**src/rtl/idmv_pkg.sv**
```systemverilog
// shared types, constants and register codes for the idm speed update core
// no dependencies
package idmv_pkg;

  // storage depths
  localparam int MID_DEPTH_DEF = 4;
  localparam int OUT_DEPTH_DEF = 128;

  // configuration register indexes
  localparam logic [2:0] CFG_STEP_TIME     = 3'd0;
  localparam logic [2:0] CFG_MAX_ACCEL     = 3'd1;
  localparam logic [2:0] CFG_COMFORT_DECEL = 3'd2;
  localparam logic [2:0] CFG_MIN_GAP       = 3'd3;
  localparam logic [2:0] CFG_HEADWAY       = 3'd4;

  // configuration reset values
  localparam logic [15:0] RST_STEP_TIME     = 16'd3277;
  localparam logic [9:0]  RST_MAX_ACCEL     = 10'd384;
  localparam logic [9:0]  RST_COMFORT_DECEL = 10'd512;
  localparam logic [11:0] RST_MIN_GAP       = 12'd512;
  localparam logic [10:0] RST_HEADWAY       = 11'd384;

  // model constants
  localparam logic [19:0] GAP_FLOOR  = 20'd102;
  localparam logic [15:0] V0_FLOOR   = 16'd512;
  localparam logic [22:0] RATIO_CAP  = 23'h400000;
  localparam logic [15:0] SLOW_SPEED = 16'd128;
  localparam logic [19:0] WAIT_MAX   = 20'hFFFFF;
  localparam logic signed [11:0] ACC_MIN = -12'sd1664;

  typedef struct packed {
    logic [15:0] step_time;
    logic [9:0]  max_accel;
    logic [9:0]  comfort_decel;
    logic [11:0] min_gap;
    logic [10:0] headway;
  } idmv_cfg_t;

  typedef struct packed {
    logic       ready;
    logic [9:0] root;
  } idmv_root_t;

  typedef struct packed {
    logic [15:0] v;
    logic [15:0] v0;
    logic [19:0] sgap;
    logic [15:0] lead;
    logic [19:0] waited;
  } idmv_item_t;

  typedef struct packed {
    logic [15:0]        new_speed;
    logic signed [11:0] acc;
    logic [19:0]        new_waited;
  } idmv_result_t;

endpackage

```
**src/rtl/idmv_front.sv**
```systemverilog
// front end: accepts vehicles, applies junction stop and floors, queues them
// depends on idmv_pkg
module idmv_front import idmv_pkg::*; #(
  parameter int MID_DEPTH = MID_DEPTH_DEF
) (
  input  logic        clk,
  input  logic        rst,
  input  logic        push,
  output logic        full,
  input  logic [15:0] speed,
  input  logic [15:0] desired_speed,
  input  logic [19:0] gap,
  input  logic [15:0] leader_speed,
  input  logic        blocked,
  input  logic [19:0] stop_distance,
  input  logic [19:0] waited,
  output logic        q_valid,
  output idmv_item_t  q_item,
  input  logic        q_take
);

  localparam int PW = (MID_DEPTH > 1) ? $clog2(MID_DEPTH) : 1;
  localparam int CW = $clog2(MID_DEPTH + 1);

  idmv_item_t     fifo_mem [MID_DEPTH];
  idmv_item_t     cls;
  logic [PW-1:0]  wr_ptr;
  logic [PW-1:0]  rd_ptr;
  logic [CW-1:0]  count;
  logic [CW-1:0]  count_next;
  logic           wr_en;
  logic           stop_hit;
  logic [19:0]    gap_eff;

  // classify: junction stop replaces the leader, floors on v0 and gap
  always_comb begin
    stop_hit   = blocked && (stop_distance < gap);
    gap_eff    = stop_hit ? stop_distance : gap;
    cls.v      = speed;
    cls.v0     = (desired_speed < V0_FLOOR) ? V0_FLOOR : desired_speed;
    cls.sgap   = (gap_eff > GAP_FLOOR) ? gap_eff : GAP_FLOOR;
    cls.lead   = stop_hit ? 16'd0 : leader_speed;
    cls.waited = waited;
  end

  assign full    = (count == CW'(MID_DEPTH));
  assign wr_en   = push && !full;
  assign q_valid = (count != '0);
  assign q_item  = fifo_mem[rd_ptr];

  always_comb begin
    count_next = count;
    if (wr_en && !q_take) begin
      count_next = count + 1'b1;
    end else if (!wr_en && q_take) begin
      count_next = count - 1'b1;
    end
  end

  // queue pointers and fill count
  always_ff @(posedge clk) begin
    if (rst) begin
      wr_ptr <= '0;
      rd_ptr <= '0;
      count  <= '0;
    end else begin
      count <= count_next;
      if (wr_en) begin
        wr_ptr <= (wr_ptr == PW'(MID_DEPTH - 1)) ? '0 : wr_ptr + 1'b1;
      end
      if (q_take) begin
        rd_ptr <= (rd_ptr == PW'(MID_DEPTH - 1)) ? '0 : rd_ptr + 1'b1;
      end
    end
  end

  // queue storage
  always_ff @(posedge clk) begin
    if (wr_en) begin
      fifo_mem[wr_ptr] <= cls;
    end
  end

endmodule

```
**config.mk**
```make
export PLATFORM = sky130hd
export DESIGN_NAME = idmv_front
export DESIGN_NICKNAME = d
export VERILOG_FILES = /design/src/rtl/idmv_pkg.sv /design/src/rtl/idmv_front.sv
export SDC_FILE = /design/constraint.sdc
export NUM_CORES = 1
export LEC_CHECK = 0
export BUFFER_PORTS_ARGS = -buffer_cell sky130_fd_sc_hd__buf_2
export CAP_MARGIN = 20
export CORE_MARGIN = 2
export CORE_UTILIZATION = 59
export CTS_BUF_LIST = sky130_fd_sc_hd__clkbuf_4 sky130_fd_sc_hd__clkbuf_8
export CTS_CLUSTER_DIAMETER = 60
export DETAILED_ROUTE_END_ITERATION = 10
export PLACE_DENSITY = 0.91
export SYNTH_ARGS = -nofsm -noshare
export SYNTH_HDL_FRONTEND = slang
export SYNTH_SLANG_ARGS = --single-unit
```
**constraint.sdc**
```tcl
create_clock -name clk -period 5.25 [get_ports clk]
set_clock_uncertainty 0.15 [all_clocks]
set_input_delay 1.3125 -clock clk [delete_from_list [all_inputs] [get_ports clk]]
set_output_delay 1.3125 -clock clk [all_outputs]
set_load 0.1 [all_outputs]
```
==> results.toml <==
[critical_path]
crit-reg2reg-launch = "count[0]"
r2r_end = "fifo_mem[0][85]"
worst-endpoint-arrival_ps = 2750
reg2reg_slack_ps = 2610
dominant_delay_contributor_by_cell_family_on_the_critical_path = "flip-flops"
cpMaxStageDelayCell = "sky130_fd_sc_hd__dfxtp_4"
crit_path_cell_trace = "buf_4 -> mux4_2 -> buf_2"
timing.reg2reg.worst_path_depth = 4
end_kind = "output port"
highest_cell_delay_on_the_worst_timing_path_ps = 800
path_class = "register to output port"
critPathBufInv = 2
startpoint_type = "register"
worst-path-stages = 3
crit_fanout = 34
timing.critical_path.required_ps = 3790

[detailed_routing]
routed-via-count = 7252
detail-route-antenna-nets = 0
dr.first_iter.drc_count = 467
drt_first_pass_iters = 4
via_density_per_instance = 5.71
route.detailed.wl_per_inst_um = 21.0
drc = 0
finalWirelength_um = 26600

[pwr]
power_switching_uw = 2550
ir_drop_mv = 0.309
power_uw = 7540
switching_share = 0.338
comb_power_share = 0.247
clkPwrFrac = 0.282
p_int_uw = 4990
share_seq_of_total_power = 0.471
power_per_cell_area_nw_per_um2 = 452
p_leak_uw = 0.00591

[placement]
place_congestion = 0.900
placement.cell_area_um2 = 15600
setup_slack_placement_ps = 1220
hpwl_um = 17500
number_of_buffers_added_on_ports = 202

[timing]
final_critical_path_setup_slack_ps = 1030
finalCritPeriodShare = 0.803
timing.setup.tns_ps = 0
timing.max_slew.rel_slack = 0.483
worst-slew-pin-transition_ps = 776
final.min_clock_period_ps = 4220
max_clock_freq_ghz = 0.237
setup_viol = 0
hold_viol = 0
rsz0062_at_grt = "no"
report.final.slew_viol_count = 0

[clock_tree]
number_of_buffers_created_by_cts = 54
postCtsSetupBuffers = 0
cts_tree = "done"
ctsHtreeMaxLevel = 2
number_of_clock_sinks = 361
clk_pin_slew_ps = 60
count_of_cells_resized_by_post_cts_repair = 0
clock_insertion_delay_worst_skew_ps = 550
postCtsHoldBufs = 0
cts.path.max_buffers = 3
cts_root_buf = "sky130_fd_sc_hd__clkbuf_8"

[synth]
synth.yosys.seq_area_share = 0.756
syn-instance-count = 667
postSynthRegisterBits = 361
synthesized_netlist_net_count = 806
synth_top_cell_by_area = "sky130_fd_sc_hd__edfxtp_1"
synth_edf_count = 352
synth_area_leaders = "sky130_fd_sc_hd__edfxtp_1, sky130_fd_sc_hd__mux4_2, sky130_fd_sc_hd__ha_1"
post-synth-top-count-cell = "sky130_fd_sc_hd__edfxtp_1"
synth_ff_type = "sky130_fd_sc_hd__edfxtp_1"
postSynth.asyncResetShare = 0
synthDistinctLibCells = 36
yosys_warnings = 0
synthTopCellsByCount = "sky130_fd_sc_hd__edfxtp_1, sky130_fd_sc_hd__mux4_2, sky130_fd_sc_hd__and2_1"
post_synth_instance_area_um2 = 14200
synth_area_per_cell_um2 = 21.3
synth_top_area_frac = 0.743

[floorplan]
floorplan.rows = 56
floorplan.core_area_um2 = 23500
die_height_um = 159
die_area_um2 = 25400
design.portCount = 203
initial_core_util = 0.604
fp.dieW_um = 159

[grt]
grt_pass1_vias = 7713
grt_overflow = 0
grt_usage = 0.212
grt_start_max_net_pins = 52
grt_antenna_before_repair = 2
first_pass_grt_wire_length_um = 41300

[layout]
final_layout_size_suffix_gt1_frac = 0.427
area_growth_pct = 17.2
num-fill-cells = 1458
finish.instance_area_um2 = 16700
layout.nets = 1046

[min_path]
worst_hold_path.num_cells = 2
holdCritStartpoint = "count[2]"
whs_endpoint = "count[2]"
min-delay-path-class = "register to register"

[job]
max_cap_viol_count = 0

[status]
status = "completed"
==> through the flow <==
step                std cells   util  hold WS, ps
global route             1271  0.708          400
floorplan                 667      -          305
finish                   1271  0.708          347
CTS                      1270  0.708          354
detailed placement       1170  0.664          346
global placement         1170  0.664          330
==> power by group through the flow <==
stage	Combinational (uW)	Sequential (uW)	Clock [uW]
2_1_floorplan	1550	3580	0
3_3_place_gp	1850	3590	0
3_5_place_dp	1870	3620	0
4_1_cts	1880	3560	2180
5_1_grt	1940	3570	2300
6_report	1860	3550	2120
==> how the worst max path moves through the flow <==
stage / endpoint / from
final: q_item[39] / register
after global routing: q_item[39] / register
after CTS: q_item[39] / register
after detailed placement: fifo_mem[3][43] / gap[18]
after global placement: fifo_mem[0][43] / gap[18]
after floorplan: fifo_mem[0][0] / count[0]
==> cell families after synthesis <==
family | Yosys count | share of synthesized area
flip-flops | 361 | 0.756
multiplexers | 112 | 0.159
AND/OR/NAND/NOR | 93 | 0.0344
buffers and inverters | 54 | 0.0151
adder cells (fa/ha/maj) | 26 | 0.0234
AO/OA/AOI/OAI | 19 | 0.0107
XOR/XNOR | 2 | 0.00123
==> tightest hold or removal path: stages, from the launching register on <==
cell and delay [ps]:
sky130_fd_sc_hd__dfxtp_1 320, sky130_fd_sc_hd__o21ai_0 70, sky130_fd_sc_hd__a21oi_1 60
==> final cells by class <==
class                      instances  area [um^2]  share of cell area
sequential                       361        10800               0.645
tap                              319          399              0.0239
timing repair buffer             214         1130              0.0675
antenna                            1         2.50            0.000150
multi-input combinational        252         3270               0.196
inverter                          24         90.1             0.00540
clock buffer                      71          871              0.0522
clock inverter                    29          159             0.00953
==> routing by layer <==
layer	GRT usage	vias to the layer above	routed length (um)
li1	-	3229	-
met1	0.273	3639	10400
met2	0.360	324	13400
met3	0.0500	58	2050
met4	0.0723	2	738
met5	0	-	14
==> sequential cells by signal (all words and copies together), names as in the netlist, named ones only <==
register / flops
wr_ptr: 2
count: 3
rd_ptr: 2
fifo_mem: 352
==> cell usage in the layout (no fill, tap or decap), types with 11 or more instances in the layout <==
cell,Yosys,final
sky130_fd_sc_hd__clkbuf_8,0,54
sky130_fd_sc_hd__mux4_2,88,88
sky130_fd_sc_hd__mux2i_1,11,11
sky130_fd_sc_hd__inv_1,24,24
sky130_fd_sc_hd__ha_1,25,25
sky130_fd_sc_hd__clkbuf_4,0,17
sky130_fd_sc_hd__buf_2,4,202
sky130_fd_sc_hd__clkinv_1,0,18
sky130_fd_sc_hd__nor2_1,20,20
sky130_fd_sc_hd__and2_1,29,25
sky130_fd_sc_hd__nand2_1,14,14
sky130_fd_sc_hd__edfxtp_1,352,352
No activity file was read; power rests on OpenSTA's default activity.
