[config.mk]
export PLATFORM = sky130hd
export DESIGN_NAME = idmv_sqrt
export DESIGN_NICKNAME = d
export VERILOG_FILES = /design/src/rtl/idmv_pkg.sv /design/src/rtl/idmv_sqrt.sv
export SDC_FILE = /design/constraint.sdc
export NUM_CORES = 1
export LEC_CHECK = 0
export BUFFER_PORTS_ARGS = -buffer_cell sky130_fd_sc_hd__buf_2
export CORE_ASPECT_RATIO = 0.5
export CORE_UTILIZATION = 40
export DETAILED_ROUTE_END_ITERATION = 10
export GPL_ROUTABILITY_DRIVEN = 0
export GPL_TIMING_DRIVEN = 0
export PLACE_DENSITY_LB_ADDON = 0.15
export SKIP_CTS_REPAIR_TIMING = 1
export SYNTH_ARGS = -nofsm -noshare
export SYNTH_HDL_FRONTEND = slang
export SYNTH_SLANG_ARGS = --single-unit
[constraint.sdc]
create_clock -name clk -period 5.2 [get_ports clk]
set_input_delay 0.26 -clock clk [delete_from_list [all_inputs] [get_ports clk]]
set_output_delay 0.26 -clock clk [all_outputs]
set_load 0.005 [all_outputs]
[src/rtl/idmv_pkg.sv]
// shared types, constants and register codes for the idm speed update core
// no dependencies
package idmv_pkg;

  // storage depths
  localparam int MID_DEPTH_DEF = 4;
  localparam int OUT_DEPTH_DEF = 128;

  // configuration register indexes
  localparam logic [2:0] CFG_STEP_TIME     = 3'd0;
  localparam logic [2:0] CFG_MAX_ACCEL     = 3'd1;
  localparam logic [2:0] CFG_COMFORT_DECEL = 3'd2;
  localparam logic [2:0] CFG_MIN_GAP       = 3'd3;
  localparam logic [2:0] CFG_HEADWAY       = 3'd4;

  // configuration reset values
  localparam logic [15:0] RST_STEP_TIME     = 16'd3277;
  localparam logic [9:0]  RST_MAX_ACCEL     = 10'd384;
  localparam logic [9:0]  RST_COMFORT_DECEL = 10'd512;
  localparam logic [11:0] RST_MIN_GAP       = 12'd512;
  localparam logic [10:0] RST_HEADWAY       = 11'd384;

  // model constants
  localparam logic [19:0] GAP_FLOOR  = 20'd102;
  localparam logic [15:0] V0_FLOOR   = 16'd512;
  localparam logic [22:0] RATIO_CAP  = 23'h400000;
  localparam logic [15:0] SLOW_SPEED = 16'd128;
  localparam logic [19:0] WAIT_MAX   = 20'hFFFFF;
  localparam logic signed [11:0] ACC_MIN = -12'sd1664;

  typedef struct packed {
    logic [15:0] step_time;
    logic [9:0]  max_accel;
    logic [9:0]  comfort_decel;
    logic [11:0] min_gap;
    logic [10:0] headway;
  } idmv_cfg_t;

  typedef struct packed {
    logic       ready;
    logic [9:0] root;
  } idmv_root_t;

  typedef struct packed {
    logic [15:0] v;
    logic [15:0] v0;
    logic [19:0] sgap;
    logic [15:0] lead;
    logic [19:0] waited;
  } idmv_item_t;

  typedef struct packed {
    logic [15:0]        new_speed;
    logic signed [11:0] acc;
    logic [19:0]        new_waited;
  } idmv_result_t;

endpackage

[src/rtl/idmv_sqrt.sv]
// iterative integer square root of max_accel times comfort_decel
// depends on idmv_pkg; one result bit per cycle, restarts on start
module idmv_sqrt import idmv_pkg::*; (
  input  logic       clk,
  input  logic       rst,
  input  logic       start,
  input  idmv_cfg_t  cfg,
  output idmv_root_t root_st
);

  typedef enum logic [1:0] {SQ_LOAD, SQ_RUN, SQ_IDLE} sq_state_t;

  sq_state_t   state;
  logic [19:0] x;
  logic [19:0] res;
  logic [19:0] bitv;
  logic [20:0] trial;
  logic [9:0]  a_eff;
  logic [9:0]  b_eff;

  assign a_eff = (cfg.max_accel == '0) ? 10'd1 : cfg.max_accel;
  assign b_eff = (cfg.comfort_decel == '0) ? 10'd1 : cfg.comfort_decel;
  assign trial = {1'b0, res} + {1'b0, bitv};

  // digit-by-digit root, bit walks from 2^18 down to 1
  always_ff @(posedge clk) begin
    if (rst || start) begin
      state <= SQ_LOAD;
    end else begin
      case (state)
        SQ_LOAD: begin
          x     <= a_eff * b_eff;
          res   <= '0;
          bitv  <= 20'h40000;
          state <= SQ_RUN;
        end
        SQ_RUN: begin
          if ({1'b0, x} >= trial) begin
            x   <= x - trial[19:0];
            res <= (res >> 1) + bitv;
          end else begin
            res <= res >> 1;
          end
          bitv <= bitv >> 2;
          if (bitv[0]) begin
            state <= SQ_IDLE;
          end
        end
        SQ_IDLE: begin
          state <= SQ_IDLE;
        end
        default: begin
          state <= SQ_LOAD;
        end
      endcase
    end
  end

  assign root_st.ready = (state == SQ_IDLE);
  assign root_st.root  = res[9:0];

endmodule

==> results of run 1 <==
==> critical path, cell delays in order <==
cell,delay [ns]
buf_2,0.10
nor3_1,0.30
a31oi_4,0.14
nand2b_4,0.16
fa_1,0.51
fa_1,0.53
inv_2,0.04
fa_1,0.47
fa_1,0.53
inv_2,0.04
fa_1,0.51
inv_2,0.05
ha_4,0.28
nand4_1,0.13
nor3_2,0.25
nor2_1,0.09
a21oi_2,0.18
a21oi_2,0.09
o31ai_2,0.25
xnor2_1,0.17
mux2i_1,0.09
==> registers in the layout (all words and copies together), names as in the netlist <==
signal,flops
bitv,10
res,20
state,2
x,20
==> kinds of logic (layout without fill, tap and decap cells) <==
group                    count (synthesis)  count (layout)
XOR/XNOR                                61              61
buffers and inverters                  113             156
flip-flops                              52              52
AO/OA/AOI/OAI                          182             182
adder cells (fa/ha/maj)                164             164
multiplexers                             8               8
AND/OR/NAND/NOR                        255             255
==> path summary, 6_finish.rpt <==
path,startpoint,endpoint,cells past startpoint
setup / recovery,cfg[34],x[18]$_DFFE_PP_,21
hold / removal,rst,state[1]$_SDFFE_PN0P_,2
setup reg to reg,res[2]$_SDFFCE_PN0P_,x[0]$_DFFE_PP_,18
hold reg to reg,state[1]$_SDFFE_PN0P_,state[1]$_SDFFE_PN0P_,2
==> metal layers <==
layer  track usage, %  wire length [um]  vias up  share of wire [%]
met5                0                 0        -                  0
met4            3.523               164        0               0.91
met3            1.907               604       14                3.4
met2            30.15              7811       92                 43
met1            27.81              9449     2848                 52
li1                 -                 -     2980                  -
==> area by class of cell <==
type                       instances  area (um^2)  share of cell area, %
inverter                          70        262.8                  3.033
clock inverter                     2        38.79                 0.4478
buffer                            37        212.7                  2.456
clock buffer                       6        128.9                  1.488
timing repair buffer              41        252.7                  2.918
sequential                        52         1541                  17.80
multi-input combinational        670         5901                  68.12
tap                              259        324.1                  3.741
==> power by group through the flow <==
stage	clock network, W	registers, W	logic (W)
6_report	0.000392	0.000629	0.00246
3_3_place_gp	0	0.000639	0.00230
3_5_place_dp	0	0.000637	0.00232
5_1_grt	0.000413	0.000635	0.00280
2_1_floorplan	0	0.000622	0.00188
4_1_cts	0.000396	0.000628	0.00235
==> through the flow <==
stage / util (%) / std cells / worst slack, ns / power (W) / instance area, um^2
2_1_floorplan: - / 835 / 0.01065 / 0.002500 / 7865
3_3_place_gp: 44.57 / 1127 / -1.370 / 0.002944 / 8354
3_5_place_dp: 44.80 / 1130 / -0.5815 / 0.002961 / 8397
4_1_cts: 45.69 / 1138 / -0.2579 / 0.003376 / 8564
5_1_grt: 46.22 / 1137 / -0.2197 / 0.003849 / 8662
6_report: 46.22 / 1137 / 0.02093 / 0.003482 / 8662
==> cell usage in the layout (no fill, tap or decap), types with 11 or more instances in the layout <==
master | synthesis | layout
a31oi_1 | 15 | 14
inv_1 | 69 | 66
nand2_1 | 73 | 73
ha_1 | 101 | 100
nand2b_1 | 14 | 13
fa_1 | 63 | 63
a21o_1 | 14 | 14
buf_4 | 12 | 17
nor2_1 | 31 | 30
xnor2_1 | 32 | 32
xor2_1 | 29 | 29
nand3_1 | 11 | 11
and2_1 | 69 | 69
buf_2 | 2 | 33
clkbuf_1 | 27 | 15
edfxtp_1 | 50 | 50
nor2b_1 | 14 | 14
a21oi_1 | 54 | 50
o21ai_0 | 34 | 32
==> impl_results.md, run 1 <==
* Status: complete, no violations
* Fin nets at ~1100
* Antenna-violating nets left at 0
* CTS clock-pin slew for the worst setup and hold paths at 0.07 ns
* Initial core utilization at 41.62%
* Layout cells sized above 1 at between 10 and 15%
* Synth-to-Final Area Change at 11.05%
* Xor/xnor cell area share of the yosys netlist at 6.850%
* Leakage at 3.806 nW
* Die height at 100.7 um
* Max frequency at between 0.15 and 0.2 GHz
* Slew Limit Fails at 0
* Ant diodes at 0
* Synth Area in Simple Gates at 17.15%
* Mapped Cells at 835
* Initial antenna violation count at 0
* Fin crit period at 5.179 ns
* Setup crit end kind: register
* Clock power share at 11.3%
* Area contributors post-synth: edfxtp_1 (19%), ha_1 (16%), fa_1 (16%)
* EDFF count, synth at 50
* Hold Violations, Final at 0
* FILL cells at around 1900
* Yosys reg bits at 52
* Die width at 199.5 um
* Most frequent cells after synthesis: ha_1 (101), nand2_1 (73), and2_1 (69), inv_1 (69), fa_1 (63)
* Clk_skew at around 0.0066 ns
* Ys async rst share at 0%
* Initial DRC Count at 237
* PortBufs at 33
* Mapped Nets at 1061
* Ys flop type: edfxtp_1
* Cell row count at 35
* Total GRT Usage at 18.90%
* I/O pins at 73
* CTS tree: built
* Num CTS Buffers at 5
* Synth Area in Compound Gates at 16.57%
* Req. time, crit path at 5.22 ns
* Via count at ~5900
* DRC viols at 0
* Post-DP HPWL at 14.21 mm
* Adder-Cell Fraction of Synth Area at 32.37%
* Clock tree buffer depth at 2
* Power density over the cells at 402.0 nW/um^2
* Root buffer cell: clkbuf_16
* Worst slew pin tran at 0.9026 ns
* Mean post-synth cell area at 9.341 um^2
* Drt pass-1 iters at 5
* Worst reg2reg setup slack at 0.36 ns
* Sw frac at 45.49%
* # clock sinks at 52
* Crit start category: primary input
* WHS at 0.1691 ns
* Total of max-cap violations at 0
* Vias in the first global route at between 5000 and 6000
* Main combinational cell family by area after synthesis: adder cells
* HP Class: in2reg
* Worst ir drop on vdd at approximately 220 uV
* Logic gate share of total power at 70.7%
* Setup TNS at 0 ns
* CTS HTree Levels at 2
* Largest net degree at the start of global routing at 17
* Yosys cell types at 70
* Grt ovf at 0
* Worst skew pair latency at 0.30 ns
* Area leader, netlist: edfxtp_1
* CP max FO at 6
* Crit Path Class: in2reg
* Seq/Total Area, Yosys at 19.76%
* Via density per instance at 5.219
* Final worst-path cycle share at between 90% and 100%
* # setup viols final at 0
* Slew margin rel. at 39.70%
* Post-synth top area share at 19.25%
* Die area at 20100 um^2
* Final Routed Wirelength at between 15 and 20 mm
* RSZ-0062 raised after global routing: true
* Internal at 0.001898 W
* Global-route wire length before repair at 29.89 mm
* Post-synthesis mux area share at 1.059%
* Wirelength per Cell at 15.86 um
* Most frequent cell after synthesis: ha_1
* Synthesized area at around 7800 um^2
* Yosys warns at 0
* Crit path arrival time at 5.20 ns
* Part of the power in registers at 18.1%
* Switching pwr at 0.001584 W
* Core ar. at ~19000 um^2
No activity file was read; power rests on OpenSTA's default activity.
==> run 2: changes to the inputs <==
--- a/config.mk
+++ b/config.mk
@@ -6,13 +6,15 @@
 export NUM_CORES = 1
 export LEC_CHECK = 0
 export BUFFER_PORTS_ARGS = -buffer_cell sky130_fd_sc_hd__buf_2
-export CORE_ASPECT_RATIO = 0.5
+export CORE_ASPECT_RATIO = 0.9
 export CORE_UTILIZATION = 40
 export DETAILED_ROUTE_END_ITERATION = 10
 export GPL_ROUTABILITY_DRIVEN = 0
 export GPL_TIMING_DRIVEN = 0
 export PLACE_DENSITY_LB_ADDON = 0.15
 export SKIP_CTS_REPAIR_TIMING = 1
+export SLEW_MARGIN = 5
 export SYNTH_ARGS = -nofsm -noshare
 export SYNTH_HDL_FRONTEND = slang
 export SYNTH_SLANG_ARGS = --single-unit
+export TNS_END_PERCENT = 20
==> run 2 against run 1 <==
  * Cell area is 0.43% lower
  * Die area fell by 0.16%
  * Register-to-register slack better by 0.04 ns
  * Clock skew rose by 0.00074 ns
  * First-iteration DRC count is 27% lower
  * Global-route usage decreased by 0.47 points
  * Sequential cell count unchanged
  * Clock power is 14% lower
  * Utilization down 1.2 points
  * Power is 2.5% lower
  * Combinational power is essentially flat
  * Critical path type unchanged
  * Largest cell class unchanged
==> impl_results.md, run 2 (synthesis results as in run 1) <==
* RSZ-0062 raised after global routing: true
* Largest net degree at the start of global routing at 17 (unchanged)
* Post-route cell area at 8625 um^2 (-0.43%)
* Crit Path Class: in2reg
* Crit start category: primary input
* Max frequency at 0.1926 GHz (-0.23%)
* HP Class: in2reg
* Cell chain of the critical path: buf_8 > nor4_4 > a31oi_4 > nand2b_4 > fa_1 > fa_1 > inv_2 > fa_1 > fa_1 > inv_2 > fa_1 > inv_2 > ha_4 > and2_4 > and3_4 > a311oi_4 > nor2_2 > a21o_1 > a21oi_2 > xor2_1 > o21ai_1
* Clock tree buffer depth at 2 (unchanged)
* Worst ir drop on vdd at 161.0 uV (-26%)
* Initial antenna violation count at 0 (unchanged)
* Worst R2R Start: res[2]$_SDFFCE_PN0P_
* Req. time, crit path at 5.23 ns (about the same)
* Synth-to-Final Area Change at 10.57%
* Worst setup path start: cfg[39]
* DRC viols at 0 (unchanged)
* Hold Violations, Final at 0 (unchanged)
* I/O pins at 73 (unchanged)
* Largest registers: res: 20 flops, x: 20 flops, bitv: 10 flops
* CTS tree: built
* Grt ovf at 0 (unchanged)
* Slew Limit Fails at 0 (unchanged)
* Worst path max stage delay at 0.54 ns (about the same)
* Ant diodes at 0 (unchanged)
* Die width at 149.2 um (-25%)
* Fin crit period at 5.191 ns (+0.01208 ns)
* Core ar. at 19160 um^2 (+2.2%)
* CTS clock-pin slew for the worst setup and hold paths at 0.08 ns (about the same)
* Cell row count at 48 (+37%)
* Post-DP HPWL at 14.43 mm (+1.6%)
* Worst slew pin tran at 0.9477 ns (+0.04515 ns)
* Via count at 5839 (-1.6%)
* Global-route wire length before repair at 29.41 mm (-1.6%)
* Commonest cells after routing, fill and taps aside: ha_1 (100), nand2_1 (73), and2_1 (68)
* Worst hold stages at 2 (unchanged)
* Worst skew pair latency at 0.29 ns (about the same)
* Slew margin rel. at 36.68% (-3.0 points)
* # setup viols final at 0 (unchanged)
* Total of max-cap violations at 0 (unchanged)
* Leakage at 3.777 nW (-0.76%)
* Clk_skew at 0.007359 ns (+0.0007381 ns)
* PortBufs at 33 (unchanged)
* CTS HTree Levels at 2 (unchanged)
* Hold Startpoint: start
* Fin nets at 1103 (unchanged)
* Setup crit end kind: register
* Drt pass-1 iters at 4 (-1)
* Root buffer cell: clkbuf_16
* Status: complete, no violations
* # clock sinks at 52 (unchanged)
* CP max stage cell: fa_1
* Wirelength per Cell at 15.76 um (-0.62%)
* Commonest non-fill, non-tap cell in the layout: ha_1
* Die height at 134.5 um (+33%)
* Reg2Reg Depth at 16 (-2)
* Final Routed Wirelength at 17.78 mm (-1.4%)
* Final worst-path cycle share at 99.83% (+0.23 points)
* Antenna-violating nets left at 0 (unchanged)
* Crit path arrival time at 5.22 ns (+0.02 ns)
* Most common cell on crit path: fa_1
* Power density over the cells at 393.6 nW/um^2 (-2.1%)
* Layout cells sized above 1 at 14.01% (-0.23 points)
* PnR Total Power at 0.003395 W (-2.5%)
* Setup TNS at 0 ns (unchanged)
* Post-DP Area at 8378 um^2 (-0.22%)
* Via density per instance at 5.176 (-0.82%)
* CP max FO at 6 (unchanged)
* Die area at 20060 um^2 (-0.16%)
* Total GRT Usage at 18.43% (-0.47 points)
* Num CTS Buffers at 5 (unchanged)
* Initial DRC Count at 173 (-27%)
* WHS at 0.1612 ns (-0.007943 ns)
* Initial core utilization at 40.71% (-0.90 points)
* Vias in the first global route at 5945 (+1.6%)
[run 2: power by group]
| part | switching (W) | total [W] | internal [W] |
|---|---|---|---|
| registers | 0.0000370 | 0.000627 | 0.000590 |
| logic | 0.00136 | 0.00243 | 0.00107 |
| clock network | 0.000161 | 0.000338 | 0.000177 |
[run 2: worst max-delay path: cells and delay by family]
kind                       cells  cell delay [ns]
adders and majority gates      6             2.80
and+or+nand+nor                5             0.95
AOI/OAI and AO/OA              5             0.84
buffers and inverters          4             0.23
xor gates and xnor gates       1             0.15
[run 2: metrics by stage]
| stage | util (%) | setup WS (ns) | std cells |
|---|---|---|---|
| final | 45.02 | 0.008849 | 1128 |
| after global routing | 45.02 | -0.1718 | 1128 |
| after CTS | 44.48 | -0.3040 | 1129 |
| after detailed placement | 43.73 | -0.6157 | 1121 |
| after global placement | 43.55 | -1.287 | 1118 |
| after floorplan | - | 0.01065 | 835 |
[run 2: layer usage]
layer | share of wire, % | track usage, % | up-vias
met5 | 0 | 0 | -
met4 | 0.74 | 3.288 | 0
met3 | 1.9 | 1.216 | 4
met2 | 48 | 32.97 | 61
met1 | 49 | 24.57 | 2787
li1 | - | - | 2987
[run 2: cell type report]
class / count / area, um^2
fillers: 1920 / 10530
multi-input cells: 670 / 5908
flip-flops and latches: 52 / 1541
well taps: 250 / 312.8
inverters: 70 / 262.8
repair buffers: 38 / 235.2
plain buffers: 40 / 220.2
clock buffers: 5 / 125.1
clock inverters: 3 / 18.77
[run 2: final timing paths]
kind                                               to  slack (ns)
worst min register to register  state[0]$_SDFFE_PN0P_        0.55
worst min-delay path            state[0]$_SDFFE_PN0P_        0.16
worst max-delay path                  x[17]$_DFFE_PP_       0.009
worst max register to register  res[18]$_SDFFCE_PN0P_        0.40
